[src/sv/vtcs_pkg.sv]
// Shared types, widths and constants for the visual target chase steering block.
// No dependencies; every other file of the block imports this package.
`timescale 1ns / 1ps
`default_nettype none

package vtcs_pkg;

  // Defaults for the top-level parameters.
  localparam int FRAME_CENTER_X_DEF = 160;
  localparam int VOTE_WINDOW_DEF    = 5;
  localparam int VOTE_REQUIRED_DEF  = 3;
  localparam int LOST_HOLD_DEF      = 5;
  localparam int CLASS_COUNT_DEF    = 7;

  // Field and datapath widths.
  localparam int COORD_W    = 10;
  localparam int CLASS_W    = 4;
  localparam int MASK_W     = 7;
  localparam int STOP_W     = 10;
  localparam int CENTER_W   = 11;
  localparam int SPEED_W    = 16;
  localparam int DIR_W      = 17;
  localparam int ACC_W      = 26;
  localparam int DROP_W     = 14;
  localparam int LOST_W     = 4;
  localparam int DIV_NUM_W  = 26;
  localparam int DIV_DEN_W  = 11;
  localparam int DIV_CNT_W  = 5;
  localparam int CFG_IDX_W  = 1;
  localparam int CFG_DATA_W = 10;

  // Fixed-point constants (speeds are in units times 256, direction is Q1.15).
  localparam int BASE_FULL   = 16640;
  localparam int DROP_SPAN   = 5120;
  localparam int DIR_ONE     = 32768;
  localparam int EMA_NEW_WT  = 90;
  localparam int EMA_OLD_WT  = 166;
  localparam int EMA_ROUND   = 128;
  localparam int EMA_SHIFT   = 8;
  localparam int TURN_MUL    = 15;
  localparam int TURN_ROUND  = 16;
  localparam int TURN_SHIFT  = 5;
  localparam int STOP_RESET  = 120;
  localparam int MASK_RESET  = 127;
  localparam int LOST_MAX    = 15;

  typedef enum logic [1:0] {
    OUTCOME_STEER   = 2'd0,
    OUTCOME_LOST    = 2'd1,
    OUTCOME_REACHED = 2'd2
  } outcome_t;

  typedef enum logic [CFG_IDX_W-1:0] {
    CFG_STOP_HEIGHT = 1'b0,
    CFG_ACCEPT_MASK = 1'b1
  } cfg_reg_t;

  // Best box of the current frame.
  typedef struct packed {
    logic                found;
    logic [CENTER_W-1:0] key;
    logic [CENTER_W-1:0] center_twice;
    logic [COORD_W-1:0]  height;
    logic [CLASS_W-1:0]  cls;
  } best_t;

  typedef struct packed {
    logic                 start;
    logic [DIV_NUM_W-1:0] numer;
    logic [DIV_DEN_W-1:0] denom;
  } div_req_t;

  typedef struct packed {
    logic                 done;
    logic [DIV_NUM_W-1:0] quot;
  } div_rsp_t;

endpackage

`default_nettype wire

[src/sv/vtcs_if.sv]
// Valid/ready channel interfaces for box beats in and motor command beats out.
// Depends on vtcs_pkg for the field widths.
`timescale 1ns / 1ps
`default_nettype none

interface vtcs_in_if;
  import vtcs_pkg::*;

  logic               valid;
  logic               ready;
  logic               kind;
  logic [COORD_W-1:0] x_left;
  logic [COORD_W-1:0] x_right;
  logic [COORD_W-1:0] y_top;
  logic [COORD_W-1:0] y_bottom;
  logic [CLASS_W-1:0] box_class;

  modport source (
    output valid, kind, x_left, x_right, y_top, y_bottom, box_class,
    input  ready
  );

  modport sink (
    input  valid, kind, x_left, x_right, y_top, y_bottom, box_class,
    output ready
  );
endinterface

interface vtcs_out_if;
  import vtcs_pkg::*;

  logic                      valid;
  logic                      ready;
  logic signed [SPEED_W-1:0] left_speed;
  logic signed [SPEED_W-1:0] right_speed;
  logic [1:0]                outcome;
  logic [CLASS_W-1:0]        reached_class;

  modport source (
    output valid, left_speed, right_speed, outcome, reached_class,
    input  ready
  );

  modport sink (
    input  valid, left_speed, right_speed, outcome, reached_class,
    output ready
  );
endinterface

`default_nettype wire

[src/sv/vtcs_div.sv]
// Shared restoring divider, one quotient bit per cycle.
// Depends on vtcs_pkg for the request and response structs.
`timescale 1ns / 1ps
`default_nettype none

module vtcs_div (
  input  wire logic                clk,
  input  wire logic                rst_n,
  input  wire vtcs_pkg::div_req_t  req,
  output vtcs_pkg::div_rsp_t       rsp
);
  import vtcs_pkg::*;

  logic                 busy_r;
  logic                 done_r;
  logic [DIV_CNT_W-1:0] cnt_r;
  logic [DIV_NUM_W-1:0] quo_r;
  logic [DIV_DEN_W-1:0] rem_r;
  logic [DIV_DEN_W-1:0] den_r;

  logic [DIV_DEN_W:0]   rem_sh;
  logic                 fits;

  // Shift in the next numerator bit and try to subtract the divisor.
  assign rem_sh = {rem_r, quo_r[DIV_NUM_W-1]};
  assign fits   = rem_sh >= {1'b0, den_r};

  always_ff @(posedge clk) begin
    if (!rst_n) begin
      busy_r <= 1'b0;
      done_r <= 1'b0;
      cnt_r  <= '0;
    end else begin
      done_r <= 1'b0;
      if (req.start) begin
        busy_r <= 1'b1;
        cnt_r  <= '0;
        quo_r  <= req.numer;
        rem_r  <= '0;
        den_r  <= req.denom;
      end else if (busy_r) begin
        quo_r <= {quo_r[DIV_NUM_W-2:0], fits};
        rem_r <= fits ? DIV_DEN_W'(rem_sh - {1'b0, den_r}) : rem_sh[DIV_DEN_W-1:0];
        cnt_r <= cnt_r + 1'b1;
        if (cnt_r == DIV_CNT_W'(DIV_NUM_W - 1)) begin
          busy_r <= 1'b0;
          done_r <= 1'b1;
        end
      end
    end
  end

  assign rsp.done = done_r;
  assign rsp.quot = quo_r;

endmodule

`default_nettype wire

[src/sv/vtcs_box.sv]
// Per-frame best-box tracker: class filter and closest-to-center selection.
// Depends on vtcs_pkg for widths and the best_t struct.
`timescale 1ns / 1ps
`default_nettype none

module vtcs_box #(
  parameter int FRAME_CENTER_X = vtcs_pkg::FRAME_CENTER_X_DEF,
  parameter int CLASS_COUNT    = vtcs_pkg::CLASS_COUNT_DEF
) (
  input  wire logic                         clk,
  input  wire logic                         rst_n,
  input  wire logic                         take,
  input  wire logic                         clear,
  input  wire logic [vtcs_pkg::MASK_W-1:0]  accept_mask,
  input  wire logic [vtcs_pkg::COORD_W-1:0] x_left,
  input  wire logic [vtcs_pkg::COORD_W-1:0] x_right,
  input  wire logic [vtcs_pkg::COORD_W-1:0] y_top,
  input  wire logic [vtcs_pkg::COORD_W-1:0] y_bottom,
  input  wire logic [vtcs_pkg::CLASS_W-1:0] box_class,
  output vtcs_pkg::best_t                   best
);
  import vtcs_pkg::*;

  localparam logic [CENTER_W-1:0] TWICE = CENTER_W'(2 * FRAME_CENTER_X);

  best_t               best_r;
  logic [CENTER_W-1:0] c2;
  logic [CENTER_W-1:0] abs_off;
  logic [CENTER_W-1:0] key;
  logic [COORD_W-1:0]  height;
  logic [MASK_W:0]     mask_ext;
  logic                class_ok;
  logic                better;

  assign c2       = {1'b0, x_left} + {1'b0, x_right};
  assign abs_off  = (c2 >= TWICE) ? c2 - TWICE : TWICE - c2;
  assign key      = (abs_off > TWICE) ? TWICE : abs_off;
  assign height   = (y_bottom >= y_top) ? y_bottom - y_top : y_top - y_bottom;
  assign mask_ext = {1'b0, accept_mask};
  // Classes at or beyond the mask width are never chased.
  assign class_ok = (box_class < CLASS_COUNT) && !box_class[CLASS_W-1] &&
                    mask_ext[box_class[CLASS_W-2:0]];
  assign better   = !best_r.found || (key < best_r.key);

  always_ff @(posedge clk) begin
    if (!rst_n) begin
      best_r.found <= 1'b0;
    end else if (clear) begin
      best_r.found <= 1'b0;
    end else if (take && class_ok && better) begin
      best_r <= '{found: 1'b1, key: key, center_twice: c2, height: height,
                  cls: box_class};
    end
  end

  assign best = best_r;

endmodule

`default_nettype wire

[src/sv/visual_target_chase_steering.sv]
// Top level of the visual target chase steering block: sequencer, chase state,
// configuration registers and output register. Depends on vtcs_pkg, vtcs_if,
// vtcs_box and vtcs_div.
//
//   channel   direction  beat contents                                 handshake
//   in_ch     in         kind, x_left, x_right, y_top, y_bottom, class valid/ready
//   out_ch    out        left_speed, right_speed, outcome, reached_cls valid/ready
//   cfg_*     in         cfg_index, cfg_wdata                          cfg_we
//
// A detection box beat does not leave the idle state, so boxes can stream back to back.
// An end-of-frame beat with no usable box passes through S_DRIVE to S_EMIT
// (straight to S_EMIT when the chase aborts); its command is loaded as S_EMIT is
// left, and in_ch.ready returns at that edge. With a box, the sequence is S_DIV_RAW,
// S_EMA once the direction is seeded, S_VOTE, S_DIV_BASE, S_DRIVE and S_EMIT: the
// shared 26-step divider runs once for the steering direction and once for the speed
// ramp. A reached target or a zero stop height skips the second divide.
// Reset is synchronous and active low; afterwards stop_height is 120 and every
// class is enabled. While a frame end is being worked on in_ch.ready is low;
// a stalled out_ch only holds the block when the next command is complete.
`timescale 1ns / 1ps
`default_nettype none

module visual_target_chase_steering #(
  parameter int FRAME_CENTER_X = vtcs_pkg::FRAME_CENTER_X_DEF,
  parameter int VOTE_WINDOW    = vtcs_pkg::VOTE_WINDOW_DEF,
  parameter int VOTE_REQUIRED  = vtcs_pkg::VOTE_REQUIRED_DEF,
  parameter int LOST_HOLD      = vtcs_pkg::LOST_HOLD_DEF,
  parameter int CLASS_COUNT    = vtcs_pkg::CLASS_COUNT_DEF
) (
  input  wire logic                            clk,
  input  wire logic                            rst_n,
  vtcs_in_if.sink                              in_ch,
  vtcs_out_if.source                           out_ch,
  input  wire logic                            cfg_we,
  input  wire logic [vtcs_pkg::CFG_IDX_W-1:0]  cfg_index,
  input  wire logic [vtcs_pkg::CFG_DATA_W-1:0] cfg_wdata
);
  import vtcs_pkg::*;

  localparam logic [CENTER_W-1:0] TWICE = CENTER_W'(2 * FRAME_CENTER_X);
  // Vote ring index and fill count widths.
  localparam int VPW = (VOTE_WINDOW > 1) ? $clog2(VOTE_WINDOW) : 1;
  localparam int FW  = $clog2(VOTE_WINDOW + 1);

  typedef enum logic [2:0] {
    S_IDLE,
    S_DIV_RAW,
    S_EMA,
    S_VOTE,
    S_DIV_BASE,
    S_DRIVE,
    S_EMIT
  } state_t;

  state_t state_r;

  // Configuration registers.
  logic [STOP_W-1:0] stop_r;
  logic [MASK_W-1:0] mask_r;

  // Chase state.
  logic signed [DIR_W-1:0] s_r;
  logic                    seeded_r;
  logic [LOST_W-1:0]       lost_r;
  logic [VOTE_WINDOW-1:0]  ring_r;
  logic [VPW-1:0]          pos_r;
  logic [FW-1:0]           fill_r;

  // Working registers of the frame-end sequence.
  logic signed [ACC_W-1:0]  acc_r;
  logic signed [DROP_W-1:0] drop_r;
  logic signed [SPEED_W-1:0] res_left_r;
  logic signed [SPEED_W-1:0] res_right_r;
  outcome_t                  res_outcome_r;
  logic [CLASS_W-1:0]        res_class_r;

  // Output register.
  logic                      out_valid_r;
  logic signed [SPEED_W-1:0] out_left_r;
  logic signed [SPEED_W-1:0] out_right_r;
  outcome_t                  out_outcome_r;
  logic [CLASS_W-1:0]        out_class_r;

  best_t    best;
  div_req_t div_req;
  div_rsp_t div_rsp;

  logic in_take;
  logic eof_take;
  logic box_take;
  logic emit_go;

  logic signed [DIR_W-1:0]   q_w;
  logic signed [DIR_W-1:0]   raw_w;
  logic signed [ACC_W-1:0]   ema_sum_w;
  logic signed [SPEED_W-1:0] turn_w;
  logic signed [SPEED_W-1:0] base_w;
  logic [COORD_W-1:0]        t_w;
  logic                      hit_w;
  logic                      reached_w;

  logic [VOTE_WINDOW-1:0] ring_nxt;
  logic [VOTE_WINDOW-1:0] fill_mask;
  logic [VPW-1:0]         pos_nxt;
  logic [FW-1:0]          fill_nxt;
  logic [FW-1:0]          hits_w;

  assign in_ch.ready = (state_r == S_IDLE);
  assign in_take     = in_ch.valid && in_ch.ready;
  assign eof_take    = in_take && in_ch.kind;
  assign box_take    = in_take && !in_ch.kind;
  // The finished command moves to the output register once that is free.
  assign emit_go     = (state_r == S_EMIT) && (!out_valid_r || out_ch.ready);

  vtcs_box #(
    .FRAME_CENTER_X (FRAME_CENTER_X),
    .CLASS_COUNT    (CLASS_COUNT)
  ) u_box (
    .clk         (clk),
    .rst_n       (rst_n),
    .take        (box_take),
    .clear       (emit_go),
    .accept_mask (mask_r),
    .x_left      (in_ch.x_left),
    .x_right     (in_ch.x_right),
    .y_top       (in_ch.y_top),
    .y_bottom    (in_ch.y_bottom),
    .box_class   (in_ch.box_class),
    .best        (best)
  );

  vtcs_div u_div (
    .clk   (clk),
    .rst_n (rst_n),
    .req   (div_req),
    .rsp   (div_rsp)
  );

  // Height vote and speed ramp operands.
  assign t_w   = (best.height < stop_r) ? best.height : stop_r;
  assign hit_w = best.height >= stop_r;

  // The divider serves two jobs: the direction quotient when a frame ends with
  // a box, and the speed ramp after the vote when the target is not yet reached.
  always_comb begin
    div_req.start = 1'b0;
    div_req.numer = DIV_NUM_W'(DROP_SPAN * t_w + (stop_r >> 1));
    div_req.denom = {1'b0, stop_r};
    if (state_r == S_IDLE) begin
      div_req.start = eof_take && best.found;
      div_req.numer = DIV_NUM_W'(best.key * DIR_ONE + FRAME_CENTER_X);
      div_req.denom = TWICE;
    end else if (state_r == S_VOTE) begin
      div_req.start = !reached_w && (stop_r != '0);
    end
  end

  // Raw direction: the quotient never exceeds one in Q1.15, and its sign comes
  // from which side of the center the box lies on.
  assign q_w   = signed'({1'b0, div_rsp.quot[DIR_W-2:0]});
  assign raw_w = (best.center_twice < TWICE) ? -q_w : q_w;

  assign ema_sum_w = ACC_W'(acc_r + s_r * EMA_OLD_WT + EMA_ROUND);
  assign turn_w    = SPEED_W'((s_r * TURN_MUL + TURN_ROUND) >>> TURN_SHIFT);
  assign base_w    = SPEED_W'(BASE_FULL - drop_r);

  // Vote ring after this frame's entry; only filled entries are counted.
  always_comb begin
    ring_nxt         = ring_r;
    ring_nxt[pos_r]  = hit_w;
    pos_nxt          = (pos_r == VPW'(VOTE_WINDOW - 1)) ? '0 : pos_r + 1'b1;
    fill_nxt         = (fill_r == FW'(VOTE_WINDOW)) ? fill_r : fill_r + 1'b1;
    for (int i = 0; i < VOTE_WINDOW; i++) begin
      fill_mask[i] = (i < fill_nxt);
    end
    hits_w = FW'($countones(ring_nxt & fill_mask));
  end

  assign reached_w = hits_w >= VOTE_REQUIRED;

  // Configuration writes.
  always_ff @(posedge clk) begin
    if (!rst_n) begin
      stop_r <= STOP_W'(STOP_RESET);
      mask_r <= MASK_W'(MASK_RESET);
    end else if (cfg_we) begin
      case (cfg_reg_t'(cfg_index))
        CFG_STOP_HEIGHT: stop_r <= cfg_wdata[STOP_W-1:0];
        CFG_ACCEPT_MASK: mask_r <= cfg_wdata[MASK_W-1:0];
        default: ;
      endcase
    end
  end

  // Frame-end sequencer, chase state and output register.
  always_ff @(posedge clk) begin
    if (!rst_n) begin
      state_r     <= S_IDLE;
      s_r         <= '0;
      seeded_r    <= 1'b0;
      lost_r      <= '0;
      ring_r      <= '0;
      pos_r       <= '0;
      fill_r      <= '0;
      out_valid_r <= 1'b0;
    end else begin
      // A beat taken downstream empties the output register unless a new
      // command moves in at the same edge.
      if (out_ch.ready && !emit_go) begin
        out_valid_r <= 1'b0;
      end

      case (state_r)
        S_IDLE: begin
          if (eof_take) begin
            if (best.found) begin
              lost_r  <= '0;
              state_r <= S_DIV_RAW;
            end else if (lost_r >= LOST_W'(LOST_HOLD)) begin
              // Lost for too long: abort and drop the chase.
              s_r           <= '0;
              seeded_r      <= 1'b0;
              lost_r        <= '0;
              ring_r        <= '0;
              pos_r         <= '0;
              fill_r        <= '0;
              res_left_r    <= '0;
              res_right_r   <= '0;
              res_outcome_r <= OUTCOME_LOST;
              res_class_r   <= '0;
              state_r       <= S_EMIT;
            end else begin
              // Keep driving at full base speed on the last direction.
              if (lost_r != LOST_W'(LOST_MAX)) begin
                lost_r <= lost_r + 1'b1;
              end
              drop_r  <= '0;
              state_r <= S_DRIVE;
            end
          end
        end

        S_DIV_RAW: begin
          if (div_rsp.done) begin
            seeded_r <= 1'b1;
            if (seeded_r) begin
              acc_r   <= ACC_W'(raw_w * EMA_NEW_WT);
              state_r <= S_EMA;
            end else begin
              s_r     <= raw_w;
              state_r <= S_VOTE;
            end
          end
        end

        S_EMA: begin
          s_r     <= ema_sum_w[EMA_SHIFT +: DIR_W];
          state_r <= S_VOTE;
        end

        S_VOTE: begin
          if (reached_w) begin
            s_r           <= '0;
            seeded_r      <= 1'b0;
            lost_r        <= '0;
            ring_r        <= '0;
            pos_r         <= '0;
            fill_r        <= '0;
            res_left_r    <= '0;
            res_right_r   <= '0;
            res_outcome_r <= OUTCOME_REACHED;
            res_class_r   <= best.cls;
            state_r       <= S_EMIT;
          end else begin
            ring_r <= ring_nxt;
            pos_r  <= pos_nxt;
            fill_r <= fill_nxt;
            if (stop_r == '0) begin
              // Every height counts as close: crawl at the lowest speed.
              drop_r  <= DROP_W'(DROP_SPAN);
              state_r <= S_DRIVE;
            end else begin
              state_r <= S_DIV_BASE;
            end
          end
        end

        S_DIV_BASE: begin
          if (div_rsp.done) begin
            drop_r  <= signed'(DROP_W'(div_rsp.quot));
            state_r <= S_DRIVE;
          end
        end

        S_DRIVE: begin
          res_left_r    <= SPEED_W'(base_w + turn_w);
          res_right_r   <= SPEED_W'(base_w - turn_w);
          res_outcome_r <= OUTCOME_STEER;
          res_class_r   <= '0;
          state_r       <= S_EMIT;
        end

        S_EMIT: begin
          if (emit_go) begin
            out_valid_r   <= 1'b1;
            out_left_r    <= res_left_r;
            out_right_r   <= res_right_r;
            out_outcome_r <= res_outcome_r;
            out_class_r   <= res_class_r;
            state_r       <= S_IDLE;
          end
        end

        default: begin
          state_r <= S_IDLE;
        end
      endcase
    end
  end

  assign out_ch.valid         = out_valid_r;
  assign out_ch.left_speed    = out_left_r;
  assign out_ch.right_speed   = out_right_r;
  assign out_ch.outcome       = out_outcome_r;
  assign out_ch.reached_class = out_class_r;

endmodule

`default_nettype wire
[src/flat_wrapper.sv]
// flat-port wrapper written by rule: the top's interface ports become plain ports
module visual_target_chase_steering_flat import vtcs_pkg::*;
#(
  parameter int FRAME_CENTER_X = vtcs_pkg::FRAME_CENTER_X_DEF,
  parameter int VOTE_WINDOW    = vtcs_pkg::VOTE_WINDOW_DEF,
  parameter int VOTE_REQUIRED  = vtcs_pkg::VOTE_REQUIRED_DEF,
  parameter int LOST_HOLD      = vtcs_pkg::LOST_HOLD_DEF,
  parameter int CLASS_COUNT    = vtcs_pkg::CLASS_COUNT_DEF
)
  (clk, rst_n, cfg_we, cfg_index, cfg_wdata, in_ch_valid, in_ch_kind, in_ch_x_left, in_ch_x_right, in_ch_y_top, in_ch_y_bottom, in_ch_box_class, in_ch_ready, out_ch_valid, out_ch_left_speed, out_ch_right_speed, out_ch_outcome, out_ch_reached_class, out_ch_ready);
  vtcs_in_if in_ch_i ();
  vtcs_out_if out_ch_i ();
  input  wire logic clk;
  input  wire logic rst_n;
  input  wire logic cfg_we;
  input  wire logic [vtcs_pkg::CFG_IDX_W-1:0] cfg_index;
  input  wire logic [vtcs_pkg::CFG_DATA_W-1:0] cfg_wdata;
  input wire logic [$bits(in_ch_i.valid)-1:0] in_ch_valid;
  input wire logic [$bits(in_ch_i.kind)-1:0] in_ch_kind;
  input wire logic [$bits(in_ch_i.x_left)-1:0] in_ch_x_left;
  input wire logic [$bits(in_ch_i.x_right)-1:0] in_ch_x_right;
  input wire logic [$bits(in_ch_i.y_top)-1:0] in_ch_y_top;
  input wire logic [$bits(in_ch_i.y_bottom)-1:0] in_ch_y_bottom;
  input wire logic [$bits(in_ch_i.box_class)-1:0] in_ch_box_class;
  output wire logic [$bits(in_ch_i.ready)-1:0] in_ch_ready;
  output wire logic [$bits(out_ch_i.valid)-1:0] out_ch_valid;
  output wire logic [$bits(out_ch_i.left_speed)-1:0] out_ch_left_speed;
  output wire logic [$bits(out_ch_i.right_speed)-1:0] out_ch_right_speed;
  output wire logic [$bits(out_ch_i.outcome)-1:0] out_ch_outcome;
  output wire logic [$bits(out_ch_i.reached_class)-1:0] out_ch_reached_class;
  input wire logic [$bits(out_ch_i.ready)-1:0] out_ch_ready;
  assign in_ch_i.valid = in_ch_valid;
  assign in_ch_i.kind = in_ch_kind;
  assign in_ch_i.x_left = in_ch_x_left;
  assign in_ch_i.x_right = in_ch_x_right;
  assign in_ch_i.y_top = in_ch_y_top;
  assign in_ch_i.y_bottom = in_ch_y_bottom;
  assign in_ch_i.box_class = in_ch_box_class;
  assign in_ch_ready = in_ch_i.ready;
  assign out_ch_valid = out_ch_i.valid;
  assign out_ch_left_speed = out_ch_i.left_speed;
  assign out_ch_right_speed = out_ch_i.right_speed;
  assign out_ch_outcome = out_ch_i.outcome;
  assign out_ch_reached_class = out_ch_i.reached_class;
  assign out_ch_i.ready = out_ch_ready;
  visual_target_chase_steering #(.FRAME_CENTER_X(FRAME_CENTER_X), .VOTE_WINDOW(VOTE_WINDOW), .VOTE_REQUIRED(VOTE_REQUIRED), .LOST_HOLD(LOST_HOLD), .CLASS_COUNT(CLASS_COUNT)) u_core (.clk(clk), .rst_n(rst_n), .in_ch(in_ch_i), .out_ch(out_ch_i), .cfg_we(cfg_we), .cfg_index(cfg_index), .cfg_wdata(cfg_wdata));
endmodule
[config.mk]
export PLATFORM = sky130hd
export DESIGN_NAME = visual_target_chase_steering_flat
export DESIGN_NICKNAME = d
export VERILOG_FILES = /design/src/sv/vtcs_pkg.sv /design/src/sv/vtcs_if.sv /design/src/sv/vtcs_div.sv /design/src/sv/vtcs_box.sv /design/src/sv/visual_target_chase_steering.sv /design/src/flat_wrapper.sv
export SDC_FILE = /design/constraint.sdc
export NUM_CORES = 1
export LEC_CHECK = 0
export BUFFER_PORTS_ARGS = -buffer_cell sky130_fd_sc_hd__buf_2
export CORE_MARGIN = 5
export CORE_UTILIZATION = 59
export CTS_BUF_LIST = sky130_fd_sc_hd__clkbuf_8
export DETAILED_ROUTE_END_ITERATION = 6
export PLACE_DENSITY = 0.8
export SLEW_MARGIN = 10
export SYNTH_ARGS = -nofsm -noshare
export SYNTH_HDL_FRONTEND = slang
export SYNTH_HIERARCHICAL = 1
export SYNTH_SLANG_ARGS = --single-unit
export TNS_END_PERCENT = 30
[constraint.sdc]
create_clock -name clk -period 8.3 [get_ports clk]
set_input_delay 1.66 -clock clk [delete_from_list [all_inputs] [get_ports clk]]
set_output_delay 1.66 -clock clk [all_outputs]
set_load 0.05 [all_outputs]
# --- Word level (Yosys, flattened, before mapping) ---
# Cells that the tools add are included.
word_totals:
  mem_count: 0
  mem_bits_ro: 0
  input_bits: 61
  output_inout_bits: 40
  ram_bits: 0
  wordCells: 241
  regBits: 260
  latch_bits: 0
classes:
  shift: 0
  n_lt_le_gt_ge: 19
  div_mod_pow: 0
  muxes: 90
  addsub: 23
  reduce_logical: 46
  bitwise: 5
  eq_ne: 22
  mul: 4
op_table:
  columns: ["op", "count"]
  rows:
  - ["$mux W17", 7]
  - ["$pmux W16 S3", 2]
  - ["$mux W14", 6]
  - ["$pmux W17 S4", 1]
  - ["$mux W16", 4]
  - ["$mux W26", 2]
  - ["$mux W11", 4]
  - ["$pmux W14 S3", 1]
  - ["$mux W3", 13]
  - ["$mux W37", 1]
  - ["$mux W4", 9]
  - ["$add A26 B8 Y26 const B", 1]
  - ["$add A25 B25 Y25", 1]
  - ["$add A25 B9 Y25 const B", 1]
  - ["$add A23 B9 Y24", 1]
  - ["$mul A17 B7 Y24 const B", 1]
  - ["$mul A17 B8 Y24 const B", 1]
  - ["$add A21 B6 Y21 const B", 1]
  - ["$mul A17 B5 Y21 const B", 1]
  - ["$pmux W3 S7", 1]
  - ["$ge A10 B10 Y1", 2]
  - ["$mux W10", 2]
  - ["$mux W5", 4]
  - ["$sub A10 B10 Y10", 2]
  - ["other kinds (66)", 140]

# --- Depth between registers and ports, before layout ---
logic_depth:
  depth_word: 16
  mapped_depth: 26
  depth_no_buf: 25

# --- Cells and area by module ---
# Netlist, hierarchy kept.
by_module_without_submodules:
  columns: ["module", "area_per_inst_um2", "instances", "seq_area_each_um2", "cells_each"]
  rows:
  - ["visual_target_chase_steering", 16504.6, 1, 4444.3, 1773]
  - ["vtcs_box", 3449.6, 1, 1101.1, 363]
  - ["vtcs_div", 2936.6, 1, 1581.5, 240]

# --- Worst setup path after synthesis ---
# OpenSTA, ideal clock, no wires.
synth_path:
  kind: "in2reg"
  start: "in in_ch_x_left[0]"
  end: "reg u_core.u_box.best_r (netlist bit u_core/u_box/best[0]) (enable)"
  n_path_buf: 1
  arrival_time_ns: 8.123
  t_required_ns: 7.849
  path_slack_ns: -0.274
  path_stages: 25
  setup_ns: 0.451
  path_cell_list: "ha_1 > inv_1 > fa_1 > nand2b_1 > a211oi_2 > o21ai_0 > and2_1 > clkbuf_1 > ha_1 > and4bb_4 > o21a_4 > or4_1 > a221o_1 > o221a_4 > nor2_1 > ha_1 > a21o_1 > a21o_1 > a21oi_1 > nor2b_1 > o21ai_0 > nand2b_1 > a21oi_1 > o2111ai_1 > a31oi_1"
synth_between:
  elab_chain_len: 9
  word_cells_on_any_way: 11
  classes_between: "3 x add/sub; 3 x order compare; 2 x mux; 3 x reduce/logical"
synth_lines:
  columns: ["item", "line_no", "rtl"]
  rows:
  - ["from (decl)", "flat_wrapper.sv:20", "input wire logic [$bits(in_ch_i.x_left)-1:0] in_ch_x_left;"]
  - ["$add A10 B10 Y11 *", "vtcs_box.sv:35", "assign c2 = {1'b0, x_left} + {1'b0, x_right};"]
  - ["via u_core.u_box.c2[6]", "vtcs_box.sv:27", "logic [CENTER_W-1:0] c2;"]
  - ["$sub A9 B11 Y11, or another cell as far along", "vtcs_box.sv:36", "assign abs_off = (c2 >= TWICE) ? c2 - TWICE : TWICE - c2;"]
  - ["$mux W11 *", "vtcs_box.sv:36", null]
  - ["$gt A11 B9 Y1", "vtcs_box.sv:37", "assign key = (abs_off > TWICE) ? TWICE : abs_off;"]
  - ["$mux W11 *", "vtcs_box.sv:37", null]
  - ["via u_core.u_box.key[4]", "vtcs_box.sv:29", "logic [CENTER_W-1:0] key;"]
  - ["$lt A11 B11 Y1 *", "vtcs_box.sv:43", "assign better = !best_r.found || (key < best_r.key);"]
  - ["$logic_or A1 B1 Y1 *", "vtcs_box.sv:43", null]
  - ["$logic_and A1 B1 Y1 *", "vtcs_box.sv:50", "end else if (take && class_ok && better) begin"]
  - ["$reduce_and A3 Y1 (no source line) *", null, null]
  - ["to (signal assigned)", "vtcs_box.sv:51", "best_r <= '{found: 1'b1, key: key, center_twice: c2, height: height,"]
  - ["to (decl)", "vtcs_box.sv:26", "best_t best_r;"]
# The timed path passes the listed nets; every way through them passes the cells marked *.
# A chain may end at the register's enable or synchronous reset.

# --- Final worst setup path ---
layout_path:
  start: "in in_ch_x_left[0]"
  end: "reg u_core.u_box.best_r (netlist bit u_core/u_box/best[4]) (enable)"
layout_between:
  elab_chain_len: 9
  word_cells_on_any_way: 11
  classes_between: "3 x add/sub; 3 x order compare; 2 x mux; 3 x reduce/logical"
layout_lines:
  columns: ["item", "line_no"]
  rows:
  - ["$add A10 B10 Y11 *", "vtcs_box.sv:35"]
  - ["$sub A9 B11 Y11, or another cell as far along", "vtcs_box.sv:36"]
  - ["$mux W11 *", "vtcs_box.sv:36"]
  - ["$gt A11 B9 Y1", "vtcs_box.sv:37"]
  - ["$mux W11 *", "vtcs_box.sv:37"]
  - ["via u_core.u_box.key[4]", "vtcs_box.sv:29"]
  - ["$lt A11 B11 Y1 *", "vtcs_box.sv:43"]
  - ["$logic_or A1 B1 Y1 *", "vtcs_box.sv:43"]
  - ["$logic_and A1 B1 Y1 *", "vtcs_box.sv:50"]
  - ["$reduce_and A3 Y1 (no source line) *", null]
# Marked as above.

==> reports/metrics.cfg <==
[clock_tree]
clk_pin_slew_ns = 0.06
clkLatencyLatePin_ns = 0.57
clock_sinks = 252
numCtsBuffers = 41
root_buffer = clkbuf_8
cts_buffer_depth = 3
h-tree-depth = 2
cts_tree = built
ctsResizeCount = 0
cts_hold_buf = 0
post-cts-setup-buffers = 0

[placed_design]
hpwl_mm = 37.69
preCtsSetupSlack_ns = 0.6559
port_buffers = 100
gp_congestion = 0.8908
place_area_um2 = 23760

[hold_path]
hold_depth = 0
worstHoldEndpoint = u_core/out_ch.left_speed[1]
hold_path_class = reg -> reg
min_from = u_core/res_left_r[1]

[timing]
grt_setup_unrepaired = false
fmax_ghz = 0.1404
worst_slew_pin_slew_ns = 1.241
finalCritPeriodShare_pct = 85.84
hold_viol = 0
finalSetupTns_ns = 0
max_slew_margin_pct = 16.82
setup_viol = 0
maxSlewViolCount = 0
finalCriticalPeriod_ns = 7.125
fin_ws_ns = 1.175
fin_skew_ns = 0.03556

[synthesis]
syn_inst = 2370
yosysWarningCount = 6
synth.avg_cell_area_um2 = 9.583
netlist_area_um2 = 22710

[global_route]
antenna_found_initial = 0
grt_busiest_layer = met2
grt_pass1_vias = 17150
grt_pass1_wl_mm = 80.10
grt_overflow = 0
use_met3_pct = 2.542
grt_start_max_net_pins = 64
grt_use_met2_pct = 39.06
grt_use_met1_pct = 29.87
grt_use_total_pct = 22.57

[detailed_routing]
drt.antenna.violating_nets = 0
drt_iter0_drc = 1131
post_drt_wl_per_cell_um = 15.74
num_vias = 17190
drc_errors = 0
wl_mm = 47.57
via_per_inst = 5.687
firstDrtPassIters = 5

[power]
total_power_mw = 8.701
irDropWorstVdd_uv = 236.9
p_per_area_nw_per_um2 = 353.1
p_leak_nw = 11.22

[cells_and_area]
nNetsFinal = 2943
drive_gt1_share_pct = 11.12
stdcell_area_um2 = 24640
area_delta_synth_final_pct = 8.484

[setup_path]
reg2reg_from = u_core/stop_r[3]
worstSetupStartpointType = input pin
worstSetupEndpointType = flop
slowest_delay_ns = 0.52
slowest_stage = or4_1
crit_required_ns = 8.54
path_delay_family = compound AO/OA/AOI/OAI gates
critPathMostFrequentCell = ha_1
cp-startpoint = in_ch_x_left[0]
criticalPathCategory = in -> reg
r2r_end = u_core/u_div/quo_r[16]
critPathBufInv = 3
reg2reg_setup_slack_ns = 1.54
crit_fanout = 19
rr_worst_depth = 19
arrival_ns = 7.36

[die]
die-height_um = 206.2
row_count = 71
ios = 101
initial_core_util_pct = 60.01
core-area_um2 = 37840
dieArea_um2 = 42520
die_x_um = 206.2

[status]
status = completed

[flow_run]
drv_cap = 0

==> worst max-delay path by stage <==
stage                      endpoint  slack, ns  depth (start not counted)
6_report       u_core/u_box/best[4]       1.18                         26
5_1_grt        u_core/u_box/best[7]       0.87                         26
4_1_cts        u_core/u_box/best[4]       1.24                         26
3_5_place_dp   u_core/u_box/best[8]       0.66                         26
3_3_place_gp   u_core/u_box/best[5]       0.70                         26
2_1_floorplan  u_core/u_box/best[0]       0.04                         25
==> flip-flops by register name, summed over array words and instances (netlist names), 2 cells and up <==
name and count:
u_core/acc_r 24, u_core/drop_r 14, u_core/fill_r 3, u_core/lost_r 4
u_core/mask_r 7, u_core/out_ch.left_speed 16, u_core/out_ch.outcome 2, u_core/out_ch.reached_class 4
u_core/out_ch.right_speed 15, u_core/pos_r 3, u_core/res_class_r 4, u_core/res_left_r 15
u_core/res_outcome_r 2, u_core/res_right_r 16, u_core/ring_r 5, u_core/s_r 17
u_core/state_r 3, u_core/stop_r 10, u_core/u_box/best 31, u_core/u_div/cnt_r 5
u_core/u_div/den_r 11, u_core/u_div/quo_r 26, u_core/u_div/rem_r 11
==> power by group <==
group	switching, mW	internal (mW)
clock	0.489	0.633
sequential	0.119	1.50
combinational	3.44	2.52
==> cell usage in the layout, fill, tap and decap left out, types with 49 or more instances in the layout <==
master / instances
inv_1: 376
ha_1: 305
edfxtp_1: 190
nor2_1: 157
nand2_1: 139
a21oi_1: 128
buf_2: 100
fa_1: 100
o21ai_0: 96
xnor2_1: 93
dfxtp_1: 62
clkbuf_8: 49
nor3_1: 49
==> through the flow <==
step | util, % | hold WS [ns] | cells
6_report | 65.10 | 0.4016 | 3022
5_1_grt | 65.10 | 0.4261 | 3021
4_1_cts | 65.10 | 0.4149 | 3021
3_5_place_dp | 62.78 | 0.4045 | 2945
3_3_place_gp | 62.78 | 0.4010 | 2945
2_1_floorplan | - | 0.4003 | 2374
==> layout make-up <==
cell class,count,area (µm²)
sequential,252,6947
antenna,1,2.502
clock buffer,49,674.4
tap,511,639.4
fill,3055,13210
timing repair buffer,111,583.1
inverter,362,1359
clock inverter,27,202.7
multi-input combinational,1709,14230
==> routing by layer <==
layer | routed length, µm | vias to the layer above
met5 | 0 | -
met4 | 1223 | 0
met3 | 2532 | 95
met2 | 22720 | 478
met1 | 21090 | 8120
li1 | - | 8492
No activity file was read; power rests on OpenSTA's default activity.
